--- config.mk ---
export PLATFORM = sky130hd
export DESIGN_NAME = linear_extension_swap_chain_unit_flat
export DESIGN_NICKNAME = d
export VERILOG_FILES = /design/src/rtl/lesc_pkg.sv /design/src/rtl/lesc_if.sv /design/src/rtl/linear_extension_swap_chain_unit.sv /design/src/rtl/lesc_ram.sv /design/src/rtl/lesc_out_stage.sv /design/src/flat_wrapper.sv
export SDC_FILE = /design/constraint.sdc
export NUM_CORES = 2
export LEC_CHECK = 0
export BUFFER_PORTS_ARGS = -buffer_cell sky130_fd_sc_hd__buf_2
export CAP_MARGIN = 20
export CELL_PAD_IN_SITES_DETAIL_PLACEMENT = 0
export CELL_PAD_IN_SITES_GLOBAL_PLACEMENT = 1
export CORE_MARGIN = 10
export CORE_UTILIZATION = 30
export CTS_BUF_LIST = sky130_fd_sc_hd__clkbuf_4
export CTS_CLUSTER_DIAMETER = 30
export DETAILED_ROUTE_END_ITERATION = 8
export PLACE_DENSITY = 0.59
export SLEW_MARGIN = 20
export SYNTH_ARGS = -nofsm -noshare
export SYNTH_HDL_FRONTEND = slang
export SYNTH_SLANG_ARGS = --single-unit
--- constraint.sdc ---
create_clock -name i_clk -period 3.1 [get_ports i_clk]
set_input_delay 0.465 -clock i_clk [delete_from_list [all_inputs] [get_ports i_clk]]
set_output_delay 0.465 -clock i_clk [all_outputs]
set_load 0.05 [all_outputs]
--- src/rtl/lesc_pkg.sv ---
package lesc_pkg;

    localparam int OP_W      = 2;
    localparam int IDX_W     = 5;
    localparam int ROW_W     = 32;
    localparam int ELEM_W    = 5;
    localparam int POS_W     = 5;
    localparam int STATUS_W  = 2;
    localparam int OUT_CNT_W = 32;
    localparam int EC_W      = 6;

    typedef enum logic [OP_W-1:0] {
        OP_LOAD_ROW = 2'd0,
        OP_LOAD_EXT = 2'd1,
        OP_START    = 2'd2,
        OP_STEP     = 2'd3
    } t_op;

    typedef enum logic [STATUS_W-1:0] {
        ST_OK          = 2'd0,
        ST_NOT_STARTED = 2'd1,
        ST_RANGE       = 2'd2
    } t_status;

    typedef enum logic [2:0] {
        S_IDLE,
        S_COPY,
        S_READ,
        S_CMP,
        S_DONE
    } t_state;

    typedef struct packed {
        t_status               status;
        logic                  swapped;
        logic [ELEM_W-1:0]     left_element;
        logic [ELEM_W-1:0]     right_element;
        logic [OUT_CNT_W-1:0]  sample_count;
    } t_result;

endpackage

--- src/rtl/lesc_if.sv ---
interface lesc_in_if;
    logic                           valid;
    logic                           ready;
    logic [lesc_pkg::OP_W-1:0]      operation;
    logic [lesc_pkg::IDX_W-1:0]     index;
    logic [lesc_pkg::ROW_W-1:0]     row_bits;
    logic [lesc_pkg::ELEM_W-1:0]    element;
    logic                           do_update;
    logic [lesc_pkg::POS_W-1:0]     position;

    modport source (
        output valid, operation, index, row_bits, element, do_update, position,
        input  ready
    );
    modport sink (
        input  valid, operation, index, row_bits, element, do_update, position,
        output ready
    );
endinterface

interface lesc_out_if;
    logic                             valid;
    logic                             ready;
    logic [lesc_pkg::STATUS_W-1:0]    status;
    logic                             swapped;
    logic [lesc_pkg::ELEM_W-1:0]      left_element;
    logic [lesc_pkg::ELEM_W-1:0]      right_element;
    logic [lesc_pkg::OUT_CNT_W-1:0]   sample_count;

    modport source (
        output valid, status, swapped, left_element, right_element, sample_count,
        input  ready
    );
    modport sink (
        input  valid, status, swapped, left_element, right_element, sample_count,
        output ready
    );
endinterface

--- src/rtl/linear_extension_swap_chain_unit.sv ---
// Swap chain over linear extensions of a partial order.
// i_in takes one word per item: load an order row, load an initial extension
// entry, start the chain, or step it with an outside coin and left position.
// o_out returns exactly one word per item, in order: status, swap flag, the
// pair now at position and position+1, and the saturating sample count.
// i_cfg_we/i_cfg_wdata write the element count; write it only while idle.
// One item is in work at a time; the next is taken the cycle after the word
// of the last one is loaded into o_out. Path from accept to the word in o_out:
//   loads and a step that needs no pair read go straight to the finishing state;
//   start copies n entries, one per cycle through the initial store read port;
//   a step reads the extension banks, then the order row that the fetched right
//   element addresses. n is the element count, capped at MAX_ELEMENTS.
// The extension is split into even and odd position banks so that a pair is
// read and written back in one access per bank.
// A word in o_out is held while o_out.ready is low; the next item is taken
// meanwhile and its word waits in the finishing state until the slot frees.
// Reset clears the chain state, count and element count; the stores need no
// clearing pass and hold nothing defined until loaded.
module linear_extension_swap_chain_unit #(
    parameter int MAX_ELEMENTS = 32,
    parameter int COUNT_WIDTH  = 32
) (
    input  logic                        i_clk,
    input  logic                        i_rst_n,
    input  logic                        i_cfg_we,
    input  logic [lesc_pkg::EC_W-1:0]   i_cfg_wdata,
    lesc_in_if.sink                     i_in,
    lesc_out_if.source                  o_out
);

    localparam int AW  = $clog2(MAX_ELEMENTS);
    localparam int BD  = (MAX_ELEMENTS + 1) / 2;
    localparam int BAW = (BD > 1) ? $clog2(BD) : 1;
    localparam int NW  = $clog2(MAX_ELEMENTS + 1);

    lesc_pkg::t_state           r_state;
    lesc_pkg::t_state           n_state;
    logic                       r_started;
    logic [COUNT_WIDTH-1:0]     r_count;
    logic [lesc_pkg::EC_W-1:0]  r_ec;
    logic                       r_cpy_v;
    logic [NW-1:0]              r_cpy_idx;
    logic [NW-1:0]              r_cnt;
    logic                       r_try;
    logic                       r_pos_odd;
    logic [BAW-1:0]             r_bae;
    logic [BAW-1:0]             r_bao;
    logic [lesc_pkg::ELEM_W-1:0] r_e1;
    logic [lesc_pkg::ELEM_W-1:0] r_e2;
    lesc_pkg::t_result          r_res;

    lesc_pkg::t_op              w_op;
    logic [NW-1:0]              w_n;
    logic                       w_acc;
    logic                       w_acc_start;
    logic                       w_acc_step;
    logic                       w_inr;
    logic                       w_n2;
    logic                       w_bad;
    logic                       w_idx_ok;
    lesc_pkg::t_status          w_status;
    logic [BAW-1:0]             w_bae;
    logic [BAW-1:0]             w_bao;
    logic [lesc_pkg::ELEM_W-1:0] w_left;
    logic [lesc_pkg::ELEM_W-1:0] w_right;
    logic                       w_gt;
    logic                       w_swap;
    logic                       w_out_free;
    logic                       w_out_load;
    lesc_pkg::t_result          w_word;

    logic                       w_ord_we;
    logic [AW-1:0]              w_ord_raddr;
    logic [lesc_pkg::ROW_W-1:0] w_ord_rdata;
    logic                       w_ini_we;
    logic [AW-1:0]              w_ini_raddr;
    logic [lesc_pkg::ELEM_W-1:0] w_ini_rdata;
    logic                       w_be_we;
    logic [BAW-1:0]             w_be_waddr;
    logic [lesc_pkg::ELEM_W-1:0] w_be_wdata;
    logic [lesc_pkg::ELEM_W-1:0] w_be_rdata;
    logic                       w_bo_we;
    logic [BAW-1:0]             w_bo_waddr;
    logic [lesc_pkg::ELEM_W-1:0] w_bo_wdata;
    logic [lesc_pkg::ELEM_W-1:0] w_bo_rdata;

    assign w_op        = lesc_pkg::t_op'(i_in.operation);
    assign i_in.ready  = (r_state == lesc_pkg::S_IDLE);
    assign w_acc       = i_in.valid && i_in.ready;
    assign w_acc_start = w_acc && (w_op == lesc_pkg::OP_START);
    assign w_acc_step  = w_acc && (w_op == lesc_pkg::OP_STEP);

    always_comb begin
        if (32'(r_ec) > 32'(MAX_ELEMENTS)) begin
            w_n = NW'(MAX_ELEMENTS);
        end else begin
            w_n = NW'(r_ec);
        end
    end

    assign w_inr    = (32'(i_in.position) + 32'd1) < 32'(w_n);
    assign w_n2     = 32'(w_n) >= 32'd2;
    assign w_bad    = i_in.do_update && w_n2 && !w_inr;
    assign w_idx_ok = 32'(i_in.index) < 32'(MAX_ELEMENTS);

    always_comb begin
        w_status = lesc_pkg::ST_OK;
        if (w_op == lesc_pkg::OP_STEP) begin
            if (!r_started) begin
                w_status = lesc_pkg::ST_NOT_STARTED;
            end else if (w_bad) begin
                w_status = lesc_pkg::ST_RANGE;
            end
        end
    end

    always_comb begin
        logic [31:0] half;
        half  = 32'(i_in.position) >> 1;
        w_bao = BAW'(half);
        if (i_in.position[0]) begin
            w_bae = BAW'(half + 32'd1);
        end else begin
            w_bae = BAW'(half);
        end
    end

    assign w_left  = r_pos_odd ? w_bo_rdata : w_be_rdata;
    assign w_right = r_pos_odd ? w_be_rdata : w_bo_rdata;

    assign w_gt   = (32'(r_e1) < 32'(MAX_ELEMENTS)) && (32'(r_e2) < 32'(MAX_ELEMENTS))
                    && w_ord_rdata[r_e1];
    assign w_swap = r_try && !w_gt;

    // next state
    always_comb begin
        n_state = r_state;
        unique case (r_state)
            lesc_pkg::S_IDLE: begin
                if (w_acc) begin
                    unique case (w_op)
                        lesc_pkg::OP_LOAD_ROW,
                        lesc_pkg::OP_LOAD_EXT: n_state = lesc_pkg::S_DONE;
                        lesc_pkg::OP_START: begin
                            n_state = (w_n == '0) ? lesc_pkg::S_DONE : lesc_pkg::S_COPY;
                        end
                        lesc_pkg::OP_STEP: begin
                            if (r_started && !w_bad && w_inr) begin
                                n_state = lesc_pkg::S_READ;
                            end else begin
                                n_state = lesc_pkg::S_DONE;
                            end
                        end
                        default: n_state = lesc_pkg::S_DONE;
                    endcase
                end
            end
            lesc_pkg::S_COPY: begin
                if ((32'(r_cnt) + 32'd1) == 32'(w_n)) begin
                    n_state = lesc_pkg::S_DONE;
                end
            end
            lesc_pkg::S_READ: n_state = lesc_pkg::S_CMP;
            lesc_pkg::S_CMP:  n_state = lesc_pkg::S_DONE;
            lesc_pkg::S_DONE: begin
                if (w_out_free) begin
                    n_state = lesc_pkg::S_IDLE;
                end
            end
            default: n_state = lesc_pkg::S_IDLE;
        endcase
    end

    // memory controls
    always_comb begin
        w_ord_we    = w_acc && (w_op == lesc_pkg::OP_LOAD_ROW) && w_idx_ok;
        w_ini_we    = w_acc && (w_op == lesc_pkg::OP_LOAD_EXT) && w_idx_ok;
        w_ini_raddr = AW'(r_cnt);
        w_ord_raddr = AW'(w_right);
        w_be_we     = 1'b0;
        w_bo_we     = 1'b0;
        w_be_waddr  = r_bae;
        w_bo_waddr  = r_bao;
        w_be_wdata  = r_pos_odd ? r_e1 : r_e2;
        w_bo_wdata  = r_pos_odd ? r_e2 : r_e1;
        w_out_load  = 1'b0;
        unique case (r_state)
            lesc_pkg::S_CMP: begin
                w_be_we = w_swap;
                w_bo_we = w_swap;
            end
            lesc_pkg::S_DONE: w_out_load = w_out_free;
            default: ;
        endcase
        if (r_cpy_v) begin
            w_be_we    = !r_cpy_idx[0];
            w_bo_we    = r_cpy_idx[0];
            w_be_waddr = BAW'(r_cpy_idx >> 1);
            w_bo_waddr = BAW'(r_cpy_idx >> 1);
            w_be_wdata = w_ini_rdata;
            w_bo_wdata = w_ini_rdata;
        end
    end

    always_ff @(posedge i_clk) begin
        if (!i_rst_n) begin
            r_state   <= lesc_pkg::S_IDLE;
            r_started <= 1'b0;
            r_count   <= '0;
            r_ec      <= '0;
            r_cpy_v   <= 1'b0;
        end else begin
            r_state <= n_state;
            r_cpy_v <= (r_state == lesc_pkg::S_COPY);
            if (i_cfg_we) begin
                r_ec <= i_cfg_wdata;
            end
            if (w_acc_start) begin
                r_started <= 1'b1;
                r_count   <= COUNT_WIDTH'(1);
            end else if (w_acc_step && r_started && !w_bad && (r_count != '1)) begin
                r_count <= r_count + COUNT_WIDTH'(1);
            end
        end
    end

    always_ff @(posedge i_clk) begin
        if (w_acc) begin
            r_res     <= '{status: w_status, swapped: 1'b0, left_element: '0,
                           right_element: '0, sample_count: '0};
            r_try     <= i_in.do_update;
            r_pos_odd <= i_in.position[0];
            r_bae     <= w_bae;
            r_bao     <= w_bao;
            r_cnt     <= '0;
        end
        if (r_state == lesc_pkg::S_COPY) begin
            r_cnt     <= r_cnt + NW'(1);
            r_cpy_idx <= r_cnt;
        end
        if (r_state == lesc_pkg::S_READ) begin
            r_e1 <= w_left;
            r_e2 <= w_right;
        end
        if (r_state == lesc_pkg::S_CMP) begin
            r_res <= '{status: r_res.status, swapped: w_swap,
                       left_element: w_swap ? r_e2 : r_e1,
                       right_element: w_swap ? r_e1 : r_e2,
                       sample_count: r_res.sample_count};
        end
    end

    always_comb begin
        w_word              = r_res;
        w_word.sample_count = lesc_pkg::OUT_CNT_W'(r_count);
    end

    lesc_ram #(.WIDTH(lesc_pkg::ROW_W), .DEPTH(MAX_ELEMENTS)) u_order (
        .i_clk   (i_clk),
        .i_we    (w_ord_we),
        .i_waddr (AW'(i_in.index)),
        .i_wdata (i_in.row_bits),
        .i_raddr (w_ord_raddr),
        .o_rdata (w_ord_rdata)
    );

    lesc_ram #(.WIDTH(lesc_pkg::ELEM_W), .DEPTH(MAX_ELEMENTS)) u_init (
        .i_clk   (i_clk),
        .i_we    (w_ini_we),
        .i_waddr (AW'(i_in.index)),
        .i_wdata (i_in.element),
        .i_raddr (w_ini_raddr),
        .o_rdata (w_ini_rdata)
    );

    lesc_ram #(.WIDTH(lesc_pkg::ELEM_W), .DEPTH(BD)) u_bank_even (
        .i_clk   (i_clk),
        .i_we    (w_be_we),
        .i_waddr (w_be_waddr),
        .i_wdata (w_be_wdata),
        .i_raddr (w_bae),
        .o_rdata (w_be_rdata)
    );

    lesc_ram #(.WIDTH(lesc_pkg::ELEM_W), .DEPTH(BD)) u_bank_odd (
        .i_clk   (i_clk),
        .i_we    (w_bo_we),
        .i_waddr (w_bo_waddr),
        .i_wdata (w_bo_wdata),
        .i_raddr (w_bao),
        .o_rdata (w_bo_rdata)
    );

    lesc_out_stage u_out (
        .i_clk   (i_clk),
        .i_rst_n (i_rst_n),
        .i_load  (w_out_load),
        .i_word  (w_word),
        .o_free  (w_out_free),
        .o_out   (o_out)
    );

    a_cmp_after_read: assert property (@(posedge i_clk) disable iff (!i_rst_n)
        r_state == lesc_pkg::S_CMP |-> $past(r_state) == lesc_pkg::S_READ)
        else $error("compare without pair read");

    a_copy_in_range: assert property (@(posedge i_clk) disable iff (!i_rst_n)
        r_cpy_v |-> 32'(r_cpy_idx) < 32'(w_n))
        else $error("copy beyond element count");

    a_idle_count: assert property (@(posedge i_clk) disable iff (!i_rst_n)
        !r_started |-> r_count == '0)
        else $error("count moved before start");

    a_count_mono: assert property (@(posedge i_clk) disable iff (!i_rst_n)
        r_started && $past(r_started) && !$past(w_acc_start) |-> r_count >= $past(r_count))
        else $error("count went backwards");

endmodule

--- src/rtl/lesc_ram.sv ---
module lesc_ram #(
    parameter  int WIDTH = 8,
    parameter  int DEPTH = 32,
    localparam int AW    = (DEPTH > 1) ? $clog2(DEPTH) : 1
) (
    input  logic             i_clk,
    input  logic             i_we,
    input  logic [AW-1:0]    i_waddr,
    input  logic [WIDTH-1:0] i_wdata,
    input  logic [AW-1:0]    i_raddr,
    output logic [WIDTH-1:0] o_rdata
);

    logic [WIDTH-1:0] r_mem [DEPTH];
    logic [WIDTH-1:0] r_rdata;

    always_ff @(posedge i_clk) begin
        if (i_we) begin
            r_mem[i_waddr] <= i_wdata;
        end
        r_rdata <= r_mem[i_raddr];
    end

    assign o_rdata = r_rdata;

endmodule

--- src/rtl/lesc_out_stage.sv ---
module lesc_out_stage (
    input  logic                  i_clk,
    input  logic                  i_rst_n,
    input  logic                  i_load,
    input  lesc_pkg::t_result     i_word,
    output logic                  o_free,
    lesc_out_if.source            o_out
);

    logic               r_valid;
    lesc_pkg::t_result  r_word;

    assign o_free = !r_valid || o_out.ready;

    always_ff @(posedge i_clk) begin
        if (!i_rst_n) begin
            r_valid <= 1'b0;
        end else if (i_load) begin
            r_valid <= 1'b1;
        end else if (o_out.ready) begin
            r_valid <= 1'b0;
        end
    end

    always_ff @(posedge i_clk) begin
        if (i_load) begin
            r_word <= i_word;
        end
    end

    assign o_out.valid         = r_valid;
    assign o_out.status        = r_word.status;
    assign o_out.swapped       = r_word.swapped;
    assign o_out.left_element  = r_word.left_element;
    assign o_out.right_element = r_word.right_element;
    assign o_out.sample_count  = r_word.sample_count;

endmodule

--- src/flat_wrapper.sv ---
// flat-port wrapper written by rule: the top's interface ports become plain ports
module linear_extension_swap_chain_unit_flat 
#(
    parameter int MAX_ELEMENTS = 32,
    parameter int COUNT_WIDTH  = 32
)
  (i_clk, i_rst_n, i_cfg_we, i_cfg_wdata, i_in_valid, i_in_operation, i_in_index, i_in_row_bits, i_in_element, i_in_do_update, i_in_position, i_in_ready, o_out_valid, o_out_status, o_out_swapped, o_out_left_element, o_out_right_element, o_out_sample_count, o_out_ready);
  lesc_in_if i_in_i ();
  lesc_out_if o_out_i ();
  input  logic i_clk;
  input  logic i_rst_n;
  input  logic i_cfg_we;
  input  logic [lesc_pkg::EC_W-1:0] i_cfg_wdata;
  input wire logic [$bits(i_in_i.valid)-1:0] i_in_valid;
  input wire logic [$bits(i_in_i.operation)-1:0] i_in_operation;
  input wire logic [$bits(i_in_i.index)-1:0] i_in_index;
  input wire logic [$bits(i_in_i.row_bits)-1:0] i_in_row_bits;
  input wire logic [$bits(i_in_i.element)-1:0] i_in_element;
  input wire logic [$bits(i_in_i.do_update)-1:0] i_in_do_update;
  input wire logic [$bits(i_in_i.position)-1:0] i_in_position;
  output wire logic [$bits(i_in_i.ready)-1:0] i_in_ready;
  output wire logic [$bits(o_out_i.valid)-1:0] o_out_valid;
  output wire logic [$bits(o_out_i.status)-1:0] o_out_status;
  output wire logic [$bits(o_out_i.swapped)-1:0] o_out_swapped;
  output wire logic [$bits(o_out_i.left_element)-1:0] o_out_left_element;
  output wire logic [$bits(o_out_i.right_element)-1:0] o_out_right_element;
  output wire logic [$bits(o_out_i.sample_count)-1:0] o_out_sample_count;
  input wire logic [$bits(o_out_i.ready)-1:0] o_out_ready;
  assign i_in_i.valid = i_in_valid;
  assign i_in_i.operation = i_in_operation;
  assign i_in_i.index = i_in_index;
  assign i_in_i.row_bits = i_in_row_bits;
  assign i_in_i.element = i_in_element;
  assign i_in_i.do_update = i_in_do_update;
  assign i_in_i.position = i_in_position;
  assign i_in_ready = i_in_i.ready;
  assign o_out_valid = o_out_i.valid;
  assign o_out_status = o_out_i.status;
  assign o_out_swapped = o_out_i.swapped;
  assign o_out_left_element = o_out_i.left_element;
  assign o_out_right_element = o_out_i.right_element;
  assign o_out_sample_count = o_out_i.sample_count;
  assign o_out_i.ready = o_out_ready;
  linear_extension_swap_chain_unit #(.MAX_ELEMENTS(MAX_ELEMENTS), .COUNT_WIDTH(COUNT_WIDTH)) u_core (.i_clk(i_clk), .i_rst_n(i_rst_n), .i_cfg_we(i_cfg_we), .i_cfg_wdata(i_cfg_wdata), .i_in(i_in_i), .o_out(o_out_i));
endmodule
==> results.tsv <==
metric	value	unit
ys_seq_elements	1524	
crit_path_end	u_core.r_state[2]$_SDFFE_PN0P_	
areaGrowthSynthToFinish	21.82	%
endpoint_kind	flop	
synth_top_family_by_area	simple AND/OR/NAND/NOR gates	
slew_headroom	0.2965	
numCtsBuffers	423	
outcome	complete, no violations	
grt_pass1_wl	251000	µm
die_w	469.1	µm
synth_fp_nets	4128	
rsz0062_at_grt	true	
drt_wl_total	170300	µm
hp-class	in2reg	
setup_ws	0.06906	ns
finalCriticalPeriod	3.031	ns
synthAdderAreaFrac	0.001654	
grt_max_degree	70	
required	4.36	ns
critical_path_class	in2reg	
synth_edf_count	1433	
avgSynthCellArea	14.91	µm²
ys_async_sr_fraction	0	
hold_viol_final	0	
cts_tree	built	
via_per_inst	4.859	
drive_above_1_share	0.2493	
drt-initial-drc-count	2816	
cts-root-buf	clkbuf_4	
synth_ff_type	edfxtp_1	
firstDrtPassIters	5	
core_area	200300	µm²
rows	164	
globalplace.congestion	0.7650	
cp-start-kind	input pin	
worst_r2r_startpoint	u_core.r_ec[5]$_SDFFE_PN0P_	
h-tree-depth	5	
ios	108	
crit_start	i_in_position[0]	
dp_cells	6866	
final_cells	7729	
fmax	329.9	MHz
cts_sinks	1524	
finalSetupViolCount	0	
yosysUniqueCellTypes	71	
die_h	469.1	µm
num_vias	37554	
powerDensity	662.6	nW/µm²
rrSetupSlack	0.08	ns
drv_cap	0	
fin_crit_sh	0.9777	
rr_endpoint	u_core.r_state[2]$_SDFFE_PN0P_	
antenna_left	0	
syn_inst	4059	
yosys_warnings	0	
arrival	4.29	ns
grt_use_total	0.1517	
dpl.hpwl	99620	µm
port_buffers	107	
drc	0	
tightest_slew	1.051	ns
synthesis.area	60510	µm²
initial_core_util	0.3022	
grt_pass1_vias	38055	
yosys-mux-area-fraction	0.08207	
clk_latency	1.39	ns
nets	4804	
hold_start	i_in_row_bits[10]	
clk_pin_slew	0.06	ns
fin_worst_skew	0.1398	ns
slew_violations	0	
synth-compound-area-share	0.04222	
path_max_fanout	5	
post-place-ws	-0.1682	ns
synthSimpleGateAreaFrac	0.1116	
wl_per_cell	22.04	µm
die_area	220100	µm²
power.leakage	25.85	nW
yosys.area_share.xor_xnor	0.001882	
antenna_found_initial	9	
grt_overflow_total	0	
reg2reg_depth	12	
clock_path_buffers	4	
ir_drop	0.3986	mV
ys_seq_area_frac	0.7412	
==> registers in the layout, indices dropped and copies added (netlist names), 6 cells and up <==
| name | flops |
|---|---|
| u_core.u_bank_even.r_mem | 80 |
| u_core.r_res | 13 |
| u_core.u_order.r_mem | 1024 |
| u_core.r_cnt | 6 |
| u_core.u_init.r_mem | 160 |
| u_core.r_count | 32 |
| u_core.r_ec | 6 |
| u_core.u_order.o_rdata | 32 |
| u_core.u_bank_odd.r_mem | 80 |
| u_core.u_out.o_out.sample_count | 32 |
==> routing by layer <==
metal	routed length, µm	GRT usage	share of wire	up-vias
met5	10	0	0.000059	-
met4	3738	0.04765	0.022	2
met3	8834	0.03050	0.052	254
met2	82870	0.2529	0.49	1084
met1	74870	0.1986	0.44	19071
li1	-	-	-	17143
==> worst max-delay path, stage by stage <==
cell and delay, ns:
dlygate4sd3_1 0.53, buf_2 0.13, dlygate4sd3_1 0.54, buf_4 0.15
nand2_1 0.15, nor2_1 0.08, ha_1 0.30, nand3_1 0.09
or3_1 0.39, o211ai_2 0.09, buf_4 0.15, nor3_1 0.04
or4_1 0.48, o21ai_0 0.15, dlygate4sd3_1 0.56
==> worst min-delay path by stage <==
stage,end,slack [ns],cells after the start
finish,u_core.u_order.r_mem[0][10]$_DFFE_PP_,0.17,2
floorplan,u_core.u_out.o_out.left_element[0]$_DFFE_PP_,0.40,0
CTS,u_core.u_order.r_mem[0][10]$_DFFE_PP_,0.0007,2
global route,u_core.u_order.r_mem[19][9]$_DFFE_PP_,0.07,2
global placement,u_core.u_out.o_out.right_element[3]$_DFFE_PP_,0.40,0
detailed placement,u_core.u_out.o_out.left_element[4]$_DFFE_PP_,0.41,0
==> cells in the final DEF, fill, tap and decap left out, drive strengths merged, types with 20 or more instances in the layout <==
cell type / Yosys / layout
edfxtp: 1433 / 1433
a221oi: 40 / 40
a32o: 32 / 32
or4: 22 / 22
nor3: 34 / 34
a31oi: 70 / 70
clkinv: 1 / 128
inv: 17 / 20
o21ai: 21 / 21
a311oi: 64 / 64
nand3: 343 / 343
dfxtp: 91 / 91
and3: 75 / 75
clkbuf: 158 / 605
mux4: 85 / 85
buf: 97 / 410
mux2i: 282 / 282
dlygate4sd3: 0 / 95
a21oi: 50 / 50
nor2: 136 / 136
nand2: 828 / 828
==> cell families (layout without fill, tap and decap cells) <==
kind of cell / after synthesis / in the layout
DFF: 1524 / 1524
and+or+nand+nor: 1522 / 1522
muxes: 386 / 386
AOI/OAI and AO/OA: 333 / 333
buffers and inverters: 273 / 1280
xor gates and xnor gates: 13 / 13
adders and majority gates: 8 / 8
other: 0 / 7
==> what timing repair did <==
item                                    4_1_cts  5_1_grt
buffers inserted                              2        2
hold buffers                                 95        0
gates cloned                                  0        1
resized for setup                             3       15
hold endpoints to repair                   2100        0
endpoints found under the setup margin        3       57
pin swaps                                     0        1
==> synthesized netlist by cell type, types with 16 or more instances <==
cell / number / area (µm²)
edfxtp_1: 1433 / 43030
nand2_1: 827 / 3104
nand3_1: 343 / 1717
mux2i_1: 279 / 2793
clkbuf_1: 158 / 593.1
nor2_1: 135 / 506.7
dfxtp_1: 91 / 1822
mux4_2: 84 / 1892
and3_1: 75 / 469.2
a31oi_1: 70 / 437.9
buf_2: 68 / 340.3
a311oi_1: 64 / 560.5
a21oi_1: 50 / 250.2
a221oi_1: 37 / 324.1
a32o_1: 32 / 320.3
nor3_1: 32 / 160.2
or4_1: 22 / 165.2
buf_1: 21 / 78.83
o21ai_0: 21 / 105.1
nor2b_1: 19 / 118.9
mux2_2: 17 / 191.4
o31ai_1: 17 / 127.6
inv_1: 16 / 60.06
==> power by group <==
part	switching (mW)	internal (mW)	leakage, nW
Combinational	4.11	2.47	8.83
Sequential	0.396	22.9	13.7
Clock	8.40	10.6	3.35
Total	12.9	35.9	25.9
==> cell type report <==
class | instances | area, µm²
Timing Repair Buffer | 506 | 4890
Clock buffer | 604 | 4534
Clock inverter | 152 | 1129
Antenna cell | 7 | 17.52
Sequential cell | 1524 | 44850
Inverter | 18 | 82.58
Multi-Input combinational cell | 2262 | 14890
Tap cell | 2656 | 3323
Fill cell | 19230 | 126600
==> metrics by stage <==
stage	total power [mW]	hold WS, ns	TNS, ns	util	cell area, µm²
4_1_cts	49.46	0.0007072	0	0.3674	73580
5_1_grt	51.18	0.07497	-0.05310	0.3681	73710
3_5_place_dp	30.19	0.4072	-0.2049	0.3341	66910
3_3_place_gp	30.19	0.4017	-0.7621	0.3341	66900
6_report	48.84	0.1737	0	0.3681	73720
2_1_floorplan	27.31	0.4003	-208.67	-	60630
Note: power is estimated with default switching activity, not from simulation.
